<file path="config.mk">
export PLATFORM = sky130hd
export DESIGN_NAME = msec_ctrl
export DESIGN_NICKNAME = d
export VERILOG_FILES = /design/src/msec_pkg.sv /design/src/msec_ctrl.sv
export VERILOG_INCLUDE_DIRS = /design/src /design/src/src
export SDC_FILE = /design/constraint.sdc
export NUM_CORES = 1
export LEC_CHECK = 0
export ABC_AREA = 1
export BUFFER_PORTS_ARGS = -buffer_cell sky130_fd_sc_hd__buf_2
export CORE_AREA = 2 2 39 41
export DETAILED_ROUTE_END_ITERATION = 7
export DIE_AREA = 0 0 41 43
export GPL_TIMING_DRIVEN = 0
export PLACE_DENSITY = 0.53
export SETUP_SLACK_MARGIN = 0.02
export SYNTH_ARGS = -nofsm -noshare
export SYNTH_HDL_FRONTEND = slang
export SYNTH_SLANG_ARGS = --single-unit
</file>
<file path="constraint.sdc">
create_clock -name clk -period 2.1 [get_ports clk]
set_input_delay 0.315 -clock clk [delete_from_list [all_inputs] [get_ports clk]]
set_output_delay 0.315 -clock clk [all_outputs]
set_load 0.005 [all_outputs]
</file>
<file path="src/mips_subset_execute_core_defines.svh">
`ifndef MIPS_SUBSET_EXECUTE_CORE_DEFINES_SVH
`define MIPS_SUBSET_EXECUTE_CORE_DEFINES_SVH

// same-cycle implication
`define MSEC_ASSERT_NOW(lbl, ante, cons, msg) \
	lbl: assert property (@(posedge clk) disable iff (!arst_n) (ante) |-> (cons)) else $error(msg);

// next-cycle implication
`define MSEC_ASSERT_NEXT(lbl, ante, cons, msg) \
	lbl: assert property (@(posedge clk) disable iff (!arst_n) (ante) |=> (cons)) else $error(msg);

`endif

</file>
<file path="src/msec_pkg.sv">
package msec_pkg;

	localparam logic [5:0] OP_SPECIAL = 6'd0;
	localparam logic [5:0] OP_J       = 6'd2;
	localparam logic [5:0] OP_JAL     = 6'd3;
	localparam logic [5:0] OP_BEQ     = 6'd4;
	localparam logic [5:0] OP_BNE     = 6'd5;
	localparam logic [5:0] OP_BLEZ    = 6'd6;
	localparam logic [5:0] OP_BGTZ    = 6'd7;
	localparam logic [5:0] OP_ADDI    = 6'd8;
	localparam logic [5:0] OP_LUI     = 6'd15;
	localparam logic [5:0] OP_LW      = 6'd35;
	localparam logic [5:0] OP_SW      = 6'd43;

	localparam logic [5:0] FN_SLL     = 6'd0;
	localparam logic [5:0] FN_SRL     = 6'd2;
	localparam logic [5:0] FN_JR      = 6'd8;
	localparam logic [5:0] FN_SYSCALL = 6'd12;
	localparam logic [5:0] FN_MFHI    = 6'd16;
	localparam logic [5:0] FN_MFLO    = 6'd18;
	localparam logic [5:0] FN_MULT    = 6'd24;
	localparam logic [5:0] FN_DIV     = 6'd26;
	localparam logic [5:0] FN_ADD     = 6'd32;
	localparam logic [5:0] FN_SUB     = 6'd34;
	localparam logic [5:0] FN_AND     = 6'd36;
	localparam logic [5:0] FN_OR      = 6'd37;
	localparam logic [5:0] FN_XOR     = 6'd38;
	localparam logic [5:0] FN_SLT     = 6'd42;

	localparam logic [4:0] RS_SRL  = 5'd0;
	localparam logic [4:0] RS_ROTR = 5'd1;
	localparam logic [4:0] REG_RA  = 5'd31;

	localparam logic [2:0] ST_OK       = 3'd0;
	localparam logic [2:0] ST_OVERFLOW = 3'd1;
	localparam logic [2:0] ST_DIVZERO  = 3'd2;
	localparam logic [2:0] ST_BADJUMP  = 3'd3;
	localparam logic [2:0] ST_HALTED   = 3'd4;
	localparam logic [2:0] ST_UNKNOWN  = 3'd5;

	typedef enum logic [2:0] {
		S_CLEAR, S_IDLE, S_EXEC, S_MUL, S_DIV, S_MEM, S_LOAD, S_OUT
	} state_t;

	typedef struct packed {
		logic clr;
		logic load;
		logic exec;
		logic mul_fin;
		logic div_step;
		logic mem;
		logic load_fin;
		logic out_load;
	} cmd_t;

	typedef struct packed {
		logic clr_last;
		logic is_mul;
		logic is_div;
		logic is_mem;
		logic is_lw;
		logic need_mod;
		logic div_last;
	} dp_stat_t;

endpackage

</file>
<file path="src/msec_ctrl.sv">
`include "mips_subset_execute_core_defines.svh"
module msec_ctrl (
	input  logic              clk,
	input  logic              arst_n,
	input  logic              in_valid,
	output logic              in_stall,
	output logic              out_valid,
	input  logic              out_stall,
	input  msec_pkg::dp_stat_t stat,
	output msec_pkg::cmd_t    cmd
);
	import msec_pkg::*;

	state_t state_q, state_d;
	logic   out_valid_q;

	always_ff @(posedge clk or negedge arst_n) begin
		if (!arst_n) begin
			state_q     <= S_CLEAR;
			out_valid_q <= 1'b0;
		end else begin
			state_q <= state_d;
			if (cmd.out_load) begin
				out_valid_q <= 1'b1;
			end else if (!out_stall) begin
				out_valid_q <= 1'b0;
			end
		end
	end

	always_comb begin
		state_d = state_q;
		cmd     = '0;
		unique case (state_q)
			S_CLEAR: begin
				cmd.clr = 1'b1;
				if (stat.clr_last) state_d = S_IDLE;
			end
			S_IDLE: begin
				if (in_valid) begin
					cmd.load = 1'b1;
					state_d  = S_EXEC;
				end
			end
			S_EXEC: begin
				cmd.exec = 1'b1;
				if (stat.is_mul) state_d = S_MUL;
				else if (stat.is_div) state_d = S_DIV;
				else if (stat.is_mem) state_d = stat.need_mod ? S_DIV : S_MEM;
				else state_d = S_OUT;
			end
			S_MUL: begin
				cmd.mul_fin = 1'b1;
				state_d     = S_OUT;
			end
			S_DIV: begin
				cmd.div_step = 1'b1;
				if (stat.div_last) state_d = stat.is_mem ? S_MEM : S_OUT;
			end
			S_MEM: begin
				cmd.mem = 1'b1;
				state_d = stat.is_lw ? S_LOAD : S_OUT;
			end
			S_LOAD: begin
				cmd.load_fin = 1'b1;
				state_d      = S_OUT;
			end
			S_OUT: begin
				if (!out_valid_q || !out_stall) begin
					cmd.out_load = 1'b1;
					state_d      = S_IDLE;
				end
			end
			default: state_d = S_IDLE;
		endcase
	end

	assign in_stall  = (state_q != S_IDLE);
	assign out_valid = out_valid_q;

	`MSEC_ASSERT_NEXT(a_accept_exec, cmd.load, state_q == S_EXEC, "accepted beat not executed")
	`MSEC_ASSERT_NOW(a_out_free, cmd.out_load, !out_valid_q || !out_stall, "result overwrote beat")
	`MSEC_ASSERT_NOW(a_clear_stall, state_q == S_CLEAR, in_stall, "input taken during clear")
endmodule

</file>
==> flow_metrics.env, run 1 <==
export IMPL_firstDrtPassIters=3
export IMPL_critPathMaxFanout=6
export IMPL_final_common_cell="nand2_1"
export IMPL_multi_input_area_um2=213
export IMPL_fp_coreArea_um2=1380
export IMPL_grt_pass1_wl_um=1390
export IMPL_hold_viol=0
export IMPL_finalCritPeriodShare_pct=75.3
export IMPL_layout_min_cycle_time_ns=1.58
export IMPL_yosysTopAreaCell="dfrtp_1"
export IMPL_status="complete, no violations"
export IMPL_syn_nets=71
export IMPL_path_buf_inv=2
export IMPL_critical_path_required_ns=1.78
export IMPL_synth_seq_area_share_pct=28.6
export IMPL_cp_end_kind="output pin"
export IMPL_grtUsageTotal_pct=11.7
export IMPL_syn_cell_area_um2=350
export IMPL_routedWlPerCell_um=8.55
export IMPL_ys_ff_latch=4
export IMPL_drive_gt1_share_pct=36.9
export IMPL_powerDensity_nw_per_um2=1350
export IMPL_layout_setup_ws_ns=0.519
export IMPL_wl_um=855
export IMPL_synth_cells=60
export IMPL_ir_drop_mv=0.463
export IMPL_synth_warnings=0
export IMPL_routed_via_density=4.36
export IMPL_insertion_delay_ns=0.23
export IMPL_die_w_um=41
export IMPL_rsz0062_at_grt="false"
export IMPL_antennaDiodeCount=0
export IMPL_route_detailed_drc=0
export IMPL_avgSynthCellArea_um2=5.84
export IMPL_setup_tns_ns=0
export IMPL_grt_max_degree=9
export IMPL_cp_arrival_ns=1.27
export IMPL_crit_chain="nor2_1 -> inv_1 -> nor2_1 -> buf_2"
export IMPL_cts_root_buffer="clkbuf_4"
export IMPL_worstSetupPathType="flip-flop to output pin"
export IMPL_vias=436
export IMPL_startpoint_type="flip-flop"
export IMPL_grt_ovfl_total=0
export IMPL_cts_buffer_depth=2
export IMPL_rows=14
export IMPL_hpwlAfterDp_um=706
export IMPL_dp_slack_ns=0.768
export IMPL_slowest_stage="dfrtp_1"
export IMPL_power_static_leakage_nw=0.319
export IMPL_clk_pin_slew_ns=0.03
export IMPL_min_path_type="input port to flip-flop"
export IMPL_finalSetupViolations=0
export IMPL_hold_slack_ns=0.325
export IMPL_crit_top_cell="nor2_1"
export IMPL_critPathMaxStageDelay_ns=0.42
export IMPL_ys_top_cells_by_area="dfrtp_1 29%, nand2_1 22%, inv_1 8.6%"
export IMPL_fillCellCount=151
export IMPL_cts_setup_buffers=0
export IMPL_ant_nets=0
export IMPL_maxCapViolations=0
export IMPL_io_pins=21
export IMPL_cts_max_level=1
export IMPL_layout_common_cells="21 x nand2_1, 20 x buf_2, 8 x inv_1"
export IMPL_finClkSkew_ns=0.000532
export IMPL_max_freq_mhz=632
export IMPL_cts_buffers_inserted=3
export IMPL_path_delay_family="flip-flops"
export IMPL_nets=97
export IMPL_fp_dieArea_um2=1760
export IMPL_yosysTopAreaCellShare_pct=28.6
export IMPL_final_seq_area_um2=100
export IMPL_antenna_found_initial=0
export IMPL_cts_tree="yes"
export IMPL_grt_pass1_vias=368
export IMPL_worst_pin_slew_ns=0.343
export IMPL_synth_cell_types=15
export IMPL_die_h_um=43
export IMPL_clock_sinks=4
export IMPL_start_util_pct=25.3
export IMPL_max_slew_margin_pct=77.0
export IMPL_final_max_slew_viol_count=0
export IMPL_area_delta_synth_final_pct=43.6
export IMPL_gp_congestion=0.712
export IMPL_drt_initial_drc_count=4
export IMPL_port_buffers=20
path summary, 6_finish.rpt:
| kind | slack [ns] | start | to | cells after the start |
|---|---|---|---|---|
| max reg2reg | 0.82 | state_q[1] | state_q[0] | 6 |
| min | 0.32 | out_stall | out_valid | 3 |
| max in group asynchronous | 1.57 | arst_n | state_q[2] | 2 |
| max | 0.52 | state_q[1] | cmd[7] | 4 |
| min in group asynchronous | 0.42 | arst_n | out_valid | 2 |
| min reg2reg | 0.49 | out_valid | out_valid | 2 |
cells in the mapped netlist, drive strengths merged:
cell / count
nand2: 24
inv: 10
nor2: 10
dfrtp: 4
nand3: 4
o21ai: 4
a21oi: 1
nand3b: 1
nor3: 1
o21bai: 1
kinds of logic (layout without fill, tap and decap cells):
logic type,after synthesis,count (layout),share of synthesized area [%]
AOI/OAI and AO/OA,6,6,9.28
and+or+nand+nor,40,40,51.4
DFF,4,4,28.6
buffers and inverters,10,34,10.7
sequential cells by signal, summed over array words and instances, names as in the netlist:
signal,flops
state_q,3
out_valid,1
area by class of cell:
type / instances / share of cell area, %
Multi-Input combinational cell: 46 / 42.3
Timing Repair Buffer: 21 / 21.9
Sequential cell: 4 / 19.9
Inverter: 10 / 7.46
Clock buffer: 3 / 4.48
Tap cell: 16 / 3.98
timing repair:
item                                   in CTS  in global routing
endpoints found under the hold margin       4                  0
resized for setup                           0                  0
hold buffers                                1                  0
per-layer routing:
metal,wire [um],track usage [%],part of all wire [%]
met1,388,15.1,45
met2,407,17.2,48
met3,42,1.57,4.9
met4,17,8.00,2.0
met5,0,0,0
through the flow:
stage	cell area (um^2)	util (%)	std cells	power, mW
floorplan	350	-	60	0.446
global placement	470	34.0	96	0.582
detailed placement	470	34.0	96	0.588
CTS	503	36.3	100	0.685
global route	503	36.3	100	0.764
finish	503	36.3	100	0.678
worst min-delay path, delay by kind of cell:
| family | cells | cell delay [ns] |
|---|---|---|
| simple gates | 2 | 0.13 |
| buf+inv | 1 | 0.08 |
power breakdown:
group          internal (mW)  leakage, nW  switching (mW)
logic                  0.162        0.256           0.255
registers              0.118       0.0494          0.0515
clock network         0.0637       0.0138          0.0277
total                  0.344        0.319           0.334
(Power assumes the default switching activity.)
==> run 2, diff against run 1 <==
--- a/config.mk
+++ b/config.mk
@@ -6,7 +6,7 @@
 export SDC_FILE = /design/constraint.sdc
 export NUM_CORES = 1
 export LEC_CHECK = 0
-export ABC_AREA = 1
+export ABC_AREA = 0
 export BUFFER_PORTS_ARGS = -buffer_cell sky130_fd_sc_hd__buf_2
 export CORE_AREA = 2 2 39 41
 export DETAILED_ROUTE_END_ITERATION = 7
==> constraint.sdc (replaced) <==
create_clock -name clk -period 1.6 [get_ports clk]
set_input_delay 0.24 -clock clk [delete_from_list [all_inputs] [get_ports clk]]
set_output_delay 0.24 -clock clk [all_outputs]
set_load 0.005 [all_outputs]
==> run 2 against run 1 <==
- die area did not move
- clock skew rose by 0.0023 ns
- clock power rose by 42%
- cell count fell by 17%
- core utilization rose by 3.0 points
- critical path type unchanged
- largest power group unchanged
- highest routed layer is now met3
==> flow_metrics.env, run 2 <==
export IMPL_start_util_pct=25.4
export IMPL_io_pins=21
export IMPL_drive_gt1_share_pct=64.2
export IMPL_grt_pass1_wl_um=1380
export IMPL_cts_tree="yes"
export IMPL_ir_drop_mv=0.623
export IMPL_ys_top_cells_by_area="dfrtp_1 28%, buf_6 9.6%, and3b_2 5.7%"
export IMPL_vias=379
export IMPL_syn_cell_area_um2=352
export IMPL_insertion_delay_ns=0.24
export IMPL_finClkSkew_ns=0.00280
export IMPL_cp_arrival_ns=1.26
export IMPL_clock_sinks=4
export IMPL_slowest_stage="dfrtp_2"
export IMPL_worstSetupPathType="flip-flop to output pin"
export IMPL_grt_ovfl_total=0
export IMPL_r2r_cells=5
export IMPL_crit_chain="or3b_4 -> nor2_2 -> buf_2"
export IMPL_top_register="state_q"
export IMPL_hold_viol=0
export IMPL_grt_max_degree=11
export IMPL_status="complete, no violations"
export IMPL_hold_depth=3
export IMPL_nets=80
export IMPL_final_area_um2=544
export IMPL_rsz0062_at_grt="false"
export IMPL_fillCellCount=144
export IMPL_synth_seq_area_share_pct=28.5
export IMPL_antennaDiodeCount=0
export IMPL_startpoint_type="flip-flop"
export IMPL_ys_ff_latch=4
export IMPL_ant_nets=0
export IMPL_routedWlPerCell_um=10.9
export IMPL_syn_nets=48
export IMPL_final_common_cell="buf_2"
export IMPL_placed_area_um2=472
export IMPL_layout_common_cells="20 x buf_2, 8 x buf_4, 3 x a21oi_1, 3 x nand2b_1, 3 x clkbuf_4"
export IMPL_pwr_share_clk_pct=12.9
export IMPL_yosysTopAreaCell="dfrtp_1"
export IMPL_clk_pin_slew_ns=0.04
export IMPL_gp_congestion=0.697
export IMPL_wl_um=904
export IMPL_rows=14
export IMPL_internal_power_mw=0.621
export IMPL_cp_end_kind="output pin"
export IMPL_route_detailed_drc=0
export IMPL_synth_warnings=0
export IMPL_synthTopCellsByCount="4 x dfrtp_1, 3 x a21oi_1, 3 x buf_6, 3 x nand2b_1"
export IMPL_area_delta_synth_final_pct=54.8
export IMPL_yosysTopAreaCellShare_pct=28.5
export IMPL_timing_rr_start="state_q[1]"
export IMPL_met3_usage_pct=4.71
export IMPL_firstDrtPassIters=2
export IMPL_holdPathEnd="state_q[0]"
export IMPL_worst_pin_slew_ns=0.242
export IMPL_maxCapViolations=0
export IMPL_layout_min_cycle_time_ns=1.50
export IMPL_cts_root_buffer="clkbuf_4"
export IMPL_finalCritPeriodShare_pct=94.0
export IMPL_die_h_um=43
export IMPL_max_freq_mhz=665
export IMPL_p_seq_share_pct=21.3
export IMPL_final_seq_area_um2=103
export IMPL_swShare_pct=38.6
export IMPL_grtUsageMet2_pct=18.4
export IMPL_max_slew_margin_pct=83.8
export IMPL_min_from="stat[6]"
export IMPL_avgSynthCellArea_um2=9.50
export IMPL_cts_max_level=1
export IMPL_die_w_um=41
export IMPL_cts_buffers_inserted=3
export IMPL_synth_cell_types=24
export IMPL_final_max_slew_viol_count=0
export IMPL_drt_initial_drc_count=6
export IMPL_largest_reg_flops=3
export IMPL_routed_via_density=4.57
export IMPL_fp_coreArea_um2=1380
export IMPL_grt_use_met1_pct=12.7
export IMPL_hpwlAfterDp_um=641
export IMPL_switching_power_mw=0.390
export IMPL_yosys_cell_count_top_type="dfrtp_1"
export IMPL_synth_edff_count=0
export IMPL_power_static_leakage_nw=0.272
export IMPL_grt_pass1_vias=340
export IMPL_min_path_type="input port to flip-flop"
export IMPL_grt_busiest_layer="met2"
export IMPL_synthFlopType="dfrtp_1"
export IMPL_port_buffers=20
export IMPL_multi_input_area_um2=214
export IMPL_fp_dieArea_um2=1760
export IMPL_grtUsageTotal_pct=12.0
export IMPL_powerDensity_nw_per_um2=1860
export IMPL_rrSetupSlack_ns=0.34
export IMPL_async_reset_ff_share_pct=100
export IMPL_critPathMaxStageDelay_ns=0.42
export IMPL_combPwrFrac_pct=65.8
export IMPL_r2r_end="state_q[0]"
export IMPL_critPathMaxFanout=4
export IMPL_antenna_found_initial=0
export IMPL_cts_buffer_depth=2
export IMPL_hold_slack_ns=0.254
export IMPL_synth_cells=37
export IMPL_finalSetupViolations=0
export IMPL_critical_path_required_ns=1.36
-- run 2: changes by cell type after synthesis, sizes merged, moves of 2 or more --
cell / change
a21oi: +3
and3b: +3
buf: +3
inv: -9
nand2: -22
nand2b: +3
nand3: -3
nor2: -8
nor3: +2
nor3b: +2
o21ai: -2
-- run 2: power groups by stage --
| stage | combinational (mW) | sequential (mW) | clock, mW |
|---|---|---|---|
| floorplan | 0.406 | 0.213 | 0 |
| global placement | 0.564 | 0.226 | 0 |
| detailed placement | 0.565 | 0.225 | 0 |
| CTS | 0.641 | 0.211 | 0.138 |
| global route | 0.741 | 0.223 | 0.148 |
| finish | 0.666 | 0.215 | 0.130 |
-- run 2: stage by stage --
stage / setup WS [ns] / TNS (ns) / util [%] / power, mW / instances
global placement: 0.205 / 0 / 34.1 / 0.790 / 73
finish: 0.0961 / 0 / 39.3 / 1.01 / 83
floorplan: 0.314 / 0 / - / 0.619 / 37
detailed placement: 0.194 / 0 / 34.1 / 0.789 / 73
CTS: -0.0285 / -0.0285 / 38.2 / 0.990 / 80
global route: 0.0176 / 0 / 39.3 / 1.11 / 83
-- run 2: worst max-delay path by stage --
stage / start / end
floorplan: state_q[2] / cmd[6]
global placement: state_q[2] / cmd[6]
detailed placement: state_q[2] / cmd[6]
CTS: state_q[1] / cmd[6]
global route: state_q[2] / cmd[6]
finish: state_q[2] / cmd[6]
-- run 2: final cells by class --
| type | count | area share (%) |
|---|---|---|
| sequential | 4 | 18.9 |
| buffer | 1 | 2.07 |
| timing repair buffer | 29 | 31.3 |
| tap | 16 | 3.68 |
| multi-input combinational | 29 | 39.3 |
| inverter | 1 | 0.690 |
| clock buffer | 3 | 4.14 |
-- run 2: layer usage --
layer | wire length [um] | part of all wire, %
met1 | 399 | 44
met3 | 61 | 6.7
met4 | 0 | 0
met5 | 0 | 0
met2 | 444 | 49
-- run 2: cell families (layout without fill, tap and decap cells) --
| family | count (synthesis) | after routing | synth area share [%] |
|---|---|---|---|
| AO/OA/AOI/OAI | 11 | 11 | 23.1 |
| buffers and inverters | 4 | 34 | 10.7 |
| flip-flops | 4 | 4 | 28.5 |
| AND/OR/NAND/NOR | 18 | 18 | 37.7 |
-- run 2: repair_timing --
action                                  CTS  global route
hold buffers                              1             0
endpoints found under the setup margin    2             6
buffers inserted                          3             5
pin swaps                                 0             2
resized for setup                         1             1
endpoints found under the hold margin     4             0
-- run 2: critical path, delay by kind of cell, from the launching register on --
kind / cells / cell delay, ns
and+or+nand+nor: 2 / 0.50
DFF: 1 / 0.42
buffers and inverters: 1 / 0.11
==> run 3, diff against run 2 <==
--- a/config.mk
+++ b/config.mk
@@ -11,7 +11,6 @@
 export CORE_AREA = 2 2 39 41
 export DETAILED_ROUTE_END_ITERATION = 7
 export DIE_AREA = 0 0 41 43
-export GPL_TIMING_DRIVEN = 0
 export PLACE_DENSITY = 0.53
 export SETUP_SLACK_MARGIN = 0.02
 export SYNTH_ARGS = -nofsm -noshare
==> constraint.sdc (replaced) <==
create_clock -name clk -period 1.4 [get_ports clk]
set_input_delay 0.21 -clock clk [delete_from_list [all_inputs] [get_ports clk]]
set_output_delay 0.21 -clock clk [all_outputs]
set_load 0.005 [all_outputs]
==> run 3 against run 2 <==
- the flow now finishes with violations (setup timing)
- clock-buffer cell count stayed put
- first-iteration DRC count is 17% higher
- total power is 12% higher
- core utilization stayed put
- global-route usage is 0.93 points lower
- sequential cell count stayed put
- critical path depth stayed put
- design area stayed put
- largest cell class unchanged
- largest power group unchanged
==> flow_metrics.env, run 3 (synthesis gave the netlist of run 2 again) <==
export IMPL_fp_coreArea_um2=1380
export IMPL_startpoint_type="flip-flop"
export IMPL_layout_common_cells="20 x buf_2, 6 x buf_4"
export IMPL_finClkSkew_ns=0.00131
export IMPL_grt_pass1_vias=327
export IMPL_vias=386
export IMPL_utilization_pct=39.3
export IMPL_nets=79
export IMPL_hpwlAfterDp_um=621
export IMPL_crit_chain="or3b_4 -> nor2_2 -> buf_2"
export IMPL_insertion_delay_ns=0.24
export IMPL_cts_tree="yes"
export IMPL_path_buf_inv=1
export IMPL_rows=14
export IMPL_hold_slack_ns=0.231
export IMPL_final_area_um2=544
export IMPL_gp_congestion=0.788
export IMPL_cp_end_kind="output pin"
export IMPL_wl_um=820
export IMPL_max_slew_margin_pct=84.7
export IMPL_max_freq_mhz=691
export IMPL_grt_ovfl_total=0
export IMPL_routed_via_density=4.71
export IMPL_critPathMaxFanout=4
export IMPL_placed_area_um2=468
export IMPL_failed_checks="setup timing"
export IMPL_cts_buffer_depth=2
export IMPL_worst_pin_slew_ns=0.229
export IMPL_port_buffers=20
export IMPL_fillCellCount=146
export IMPL_area_delta_synth_final_pct=54.8
export IMPL_route_detailed_drc=0
export IMPL_critical_path_required_ns=1.19
export IMPL_status="finished, violations left"
export IMPL_internal_power_mw=0.692
export IMPL_switching_power_mw=0.437
export IMPL_critPathMaxStageDelay_ns=0.41
export IMPL_routedWlPerCell_um=10.0
export IMPL_antennaDiodeCount=0
export IMPL_finalCritPeriodShare_pct=103
export IMPL_setup_tns_ns=-0.0472
export IMPL_drt_initial_drc_count=7
export IMPL_pwr_share_clk_pct=12.6
export IMPL_cts_max_level=1
export IMPL_cp_arrival_ns=1.24
export IMPL_grt_max_degree=8
export IMPL_powerDensity_nw_per_um2=2070
export IMPL_layout_min_cycle_time_ns=1.45
export IMPL_min_path_type="input port to flip-flop"
export IMPL_clock_sinks=4
export IMPL_cts_root_buffer="clkbuf_4"
export IMPL_final_common_cell="buf_2"
export IMPL_dp_cells=74
export IMPL_grtUsageTotal_pct=11.1
export IMPL_final_max_slew_viol_count=0
export IMPL_combPwrFrac_pct=64.2
export IMPL_firstDrtPassIters=2
export IMPL_cts_buffers_inserted=3
export IMPL_ir_drop_mv=1.04
export IMPL_die_w_um=41
export IMPL_power_mw=1.13
export IMPL_largest_reg_flops=3
export IMPL_antenna_found_initial=0
export IMPL_layout_setup_ws_ns=-0.0472
export IMPL_maxCapViolations=0
export IMPL_path_delay_family="simple AND/OR/NAND/NOR gates"
export IMPL_rsz0062_at_grt="true"
export IMPL_start_util_pct=25.4
export IMPL_io_pins=21
export IMPL_clk_pin_slew_ns=0.04
export IMPL_p_seq_share_pct=23.3
export IMPL_worstSetupPathType="flip-flop to output pin"
export IMPL_drive_gt1_share_pct=66.7
export IMPL_hold_viol=0
export IMPL_swShare_pct=38.7
export IMPL_grt_pass1_wl_um=1270
export IMPL_fp_dieArea_um2=1760
export IMPL_power_static_leakage_nw=0.267
export IMPL_ant_nets=0
export IMPL_top_register="state_q"
export IMPL_die_h_um=43
export IMPL_finalSetupViolations=1
export IMPL_dp_slack_ns=0.105
export IMPL_final_cells=82
export IMPL_slowest_stage="dfrtp_2"
## run 3: changes by cell type in the layout (fill, tap and decap cells not counted), sizes merged
cell	delta
buf	-1
## run 3: final cells by class
cell class              instances  area, um^2  share of cell area [%]
clock buffers                   3        22.5                    4.14
inverters                       1        3.75                   0.690
multi-input cells              29         224                    41.1
flip-flops and latches          4         104                    19.1
well taps                      16        20.0                    3.68
repair buffers                 29         170                    31.3
## run 3: repair_timing
action,in CTS,in global routing
buffers inserted,3,1
hold endpoints to repair,4,0
hold buffers,1,0
resized for setup,3,3
setup endpoints to repair,9,9
## run 3: worst paths after layout
kind / startpoint / endpoint / slack [ns] / cells after the start
worst max-delay path: state_q[1] / cmd[6] / -0.05 / 3
worst min-delay path: stat[6] / state_q[0] / 0.23 / 3
worst max register to register: state_q[1] / state_q[1] / 0.10 / 4
worst min register to register: out_valid / out_valid / 0.56 / 2
max in group asynchronous: arst_n / state_q[2] / 0.96 / 2
min in group asynchronous: arst_n / state_q[0] / 0.31 / 2
## run 3: power by group through the flow
stage / Clock (mW) / Combinational [mW] / Sequential [mW]
finish: 0.142 / 0.724 / 0.263
global route: 0.158 / 0.807 / 0.276
CTS: 0.147 / 0.683 / 0.259
detailed placement: 0 / 0.590 / 0.285
global placement: 0 / 0.587 / 0.283
floorplan: 0 / 0.465 / 0.243
## run 3: tightest hold or removal path, stage by stage
cell and delay [ns]:
buf_2 0.10, nand2b_1 0.06, a32oi_1 0.05
## run 3: per-layer routing
metal | vias to the layer above | global-route usage [%] | part of all wire [%]
met1 | 168 | 11.4 | 44
met5 | - | 0 | 0
met2 | 19 | 16.9 | 45
met4 | 0 | 6.00 | 2.1
li1 | 195 | - | -
met3 | 4 | 6.28 | 8.8
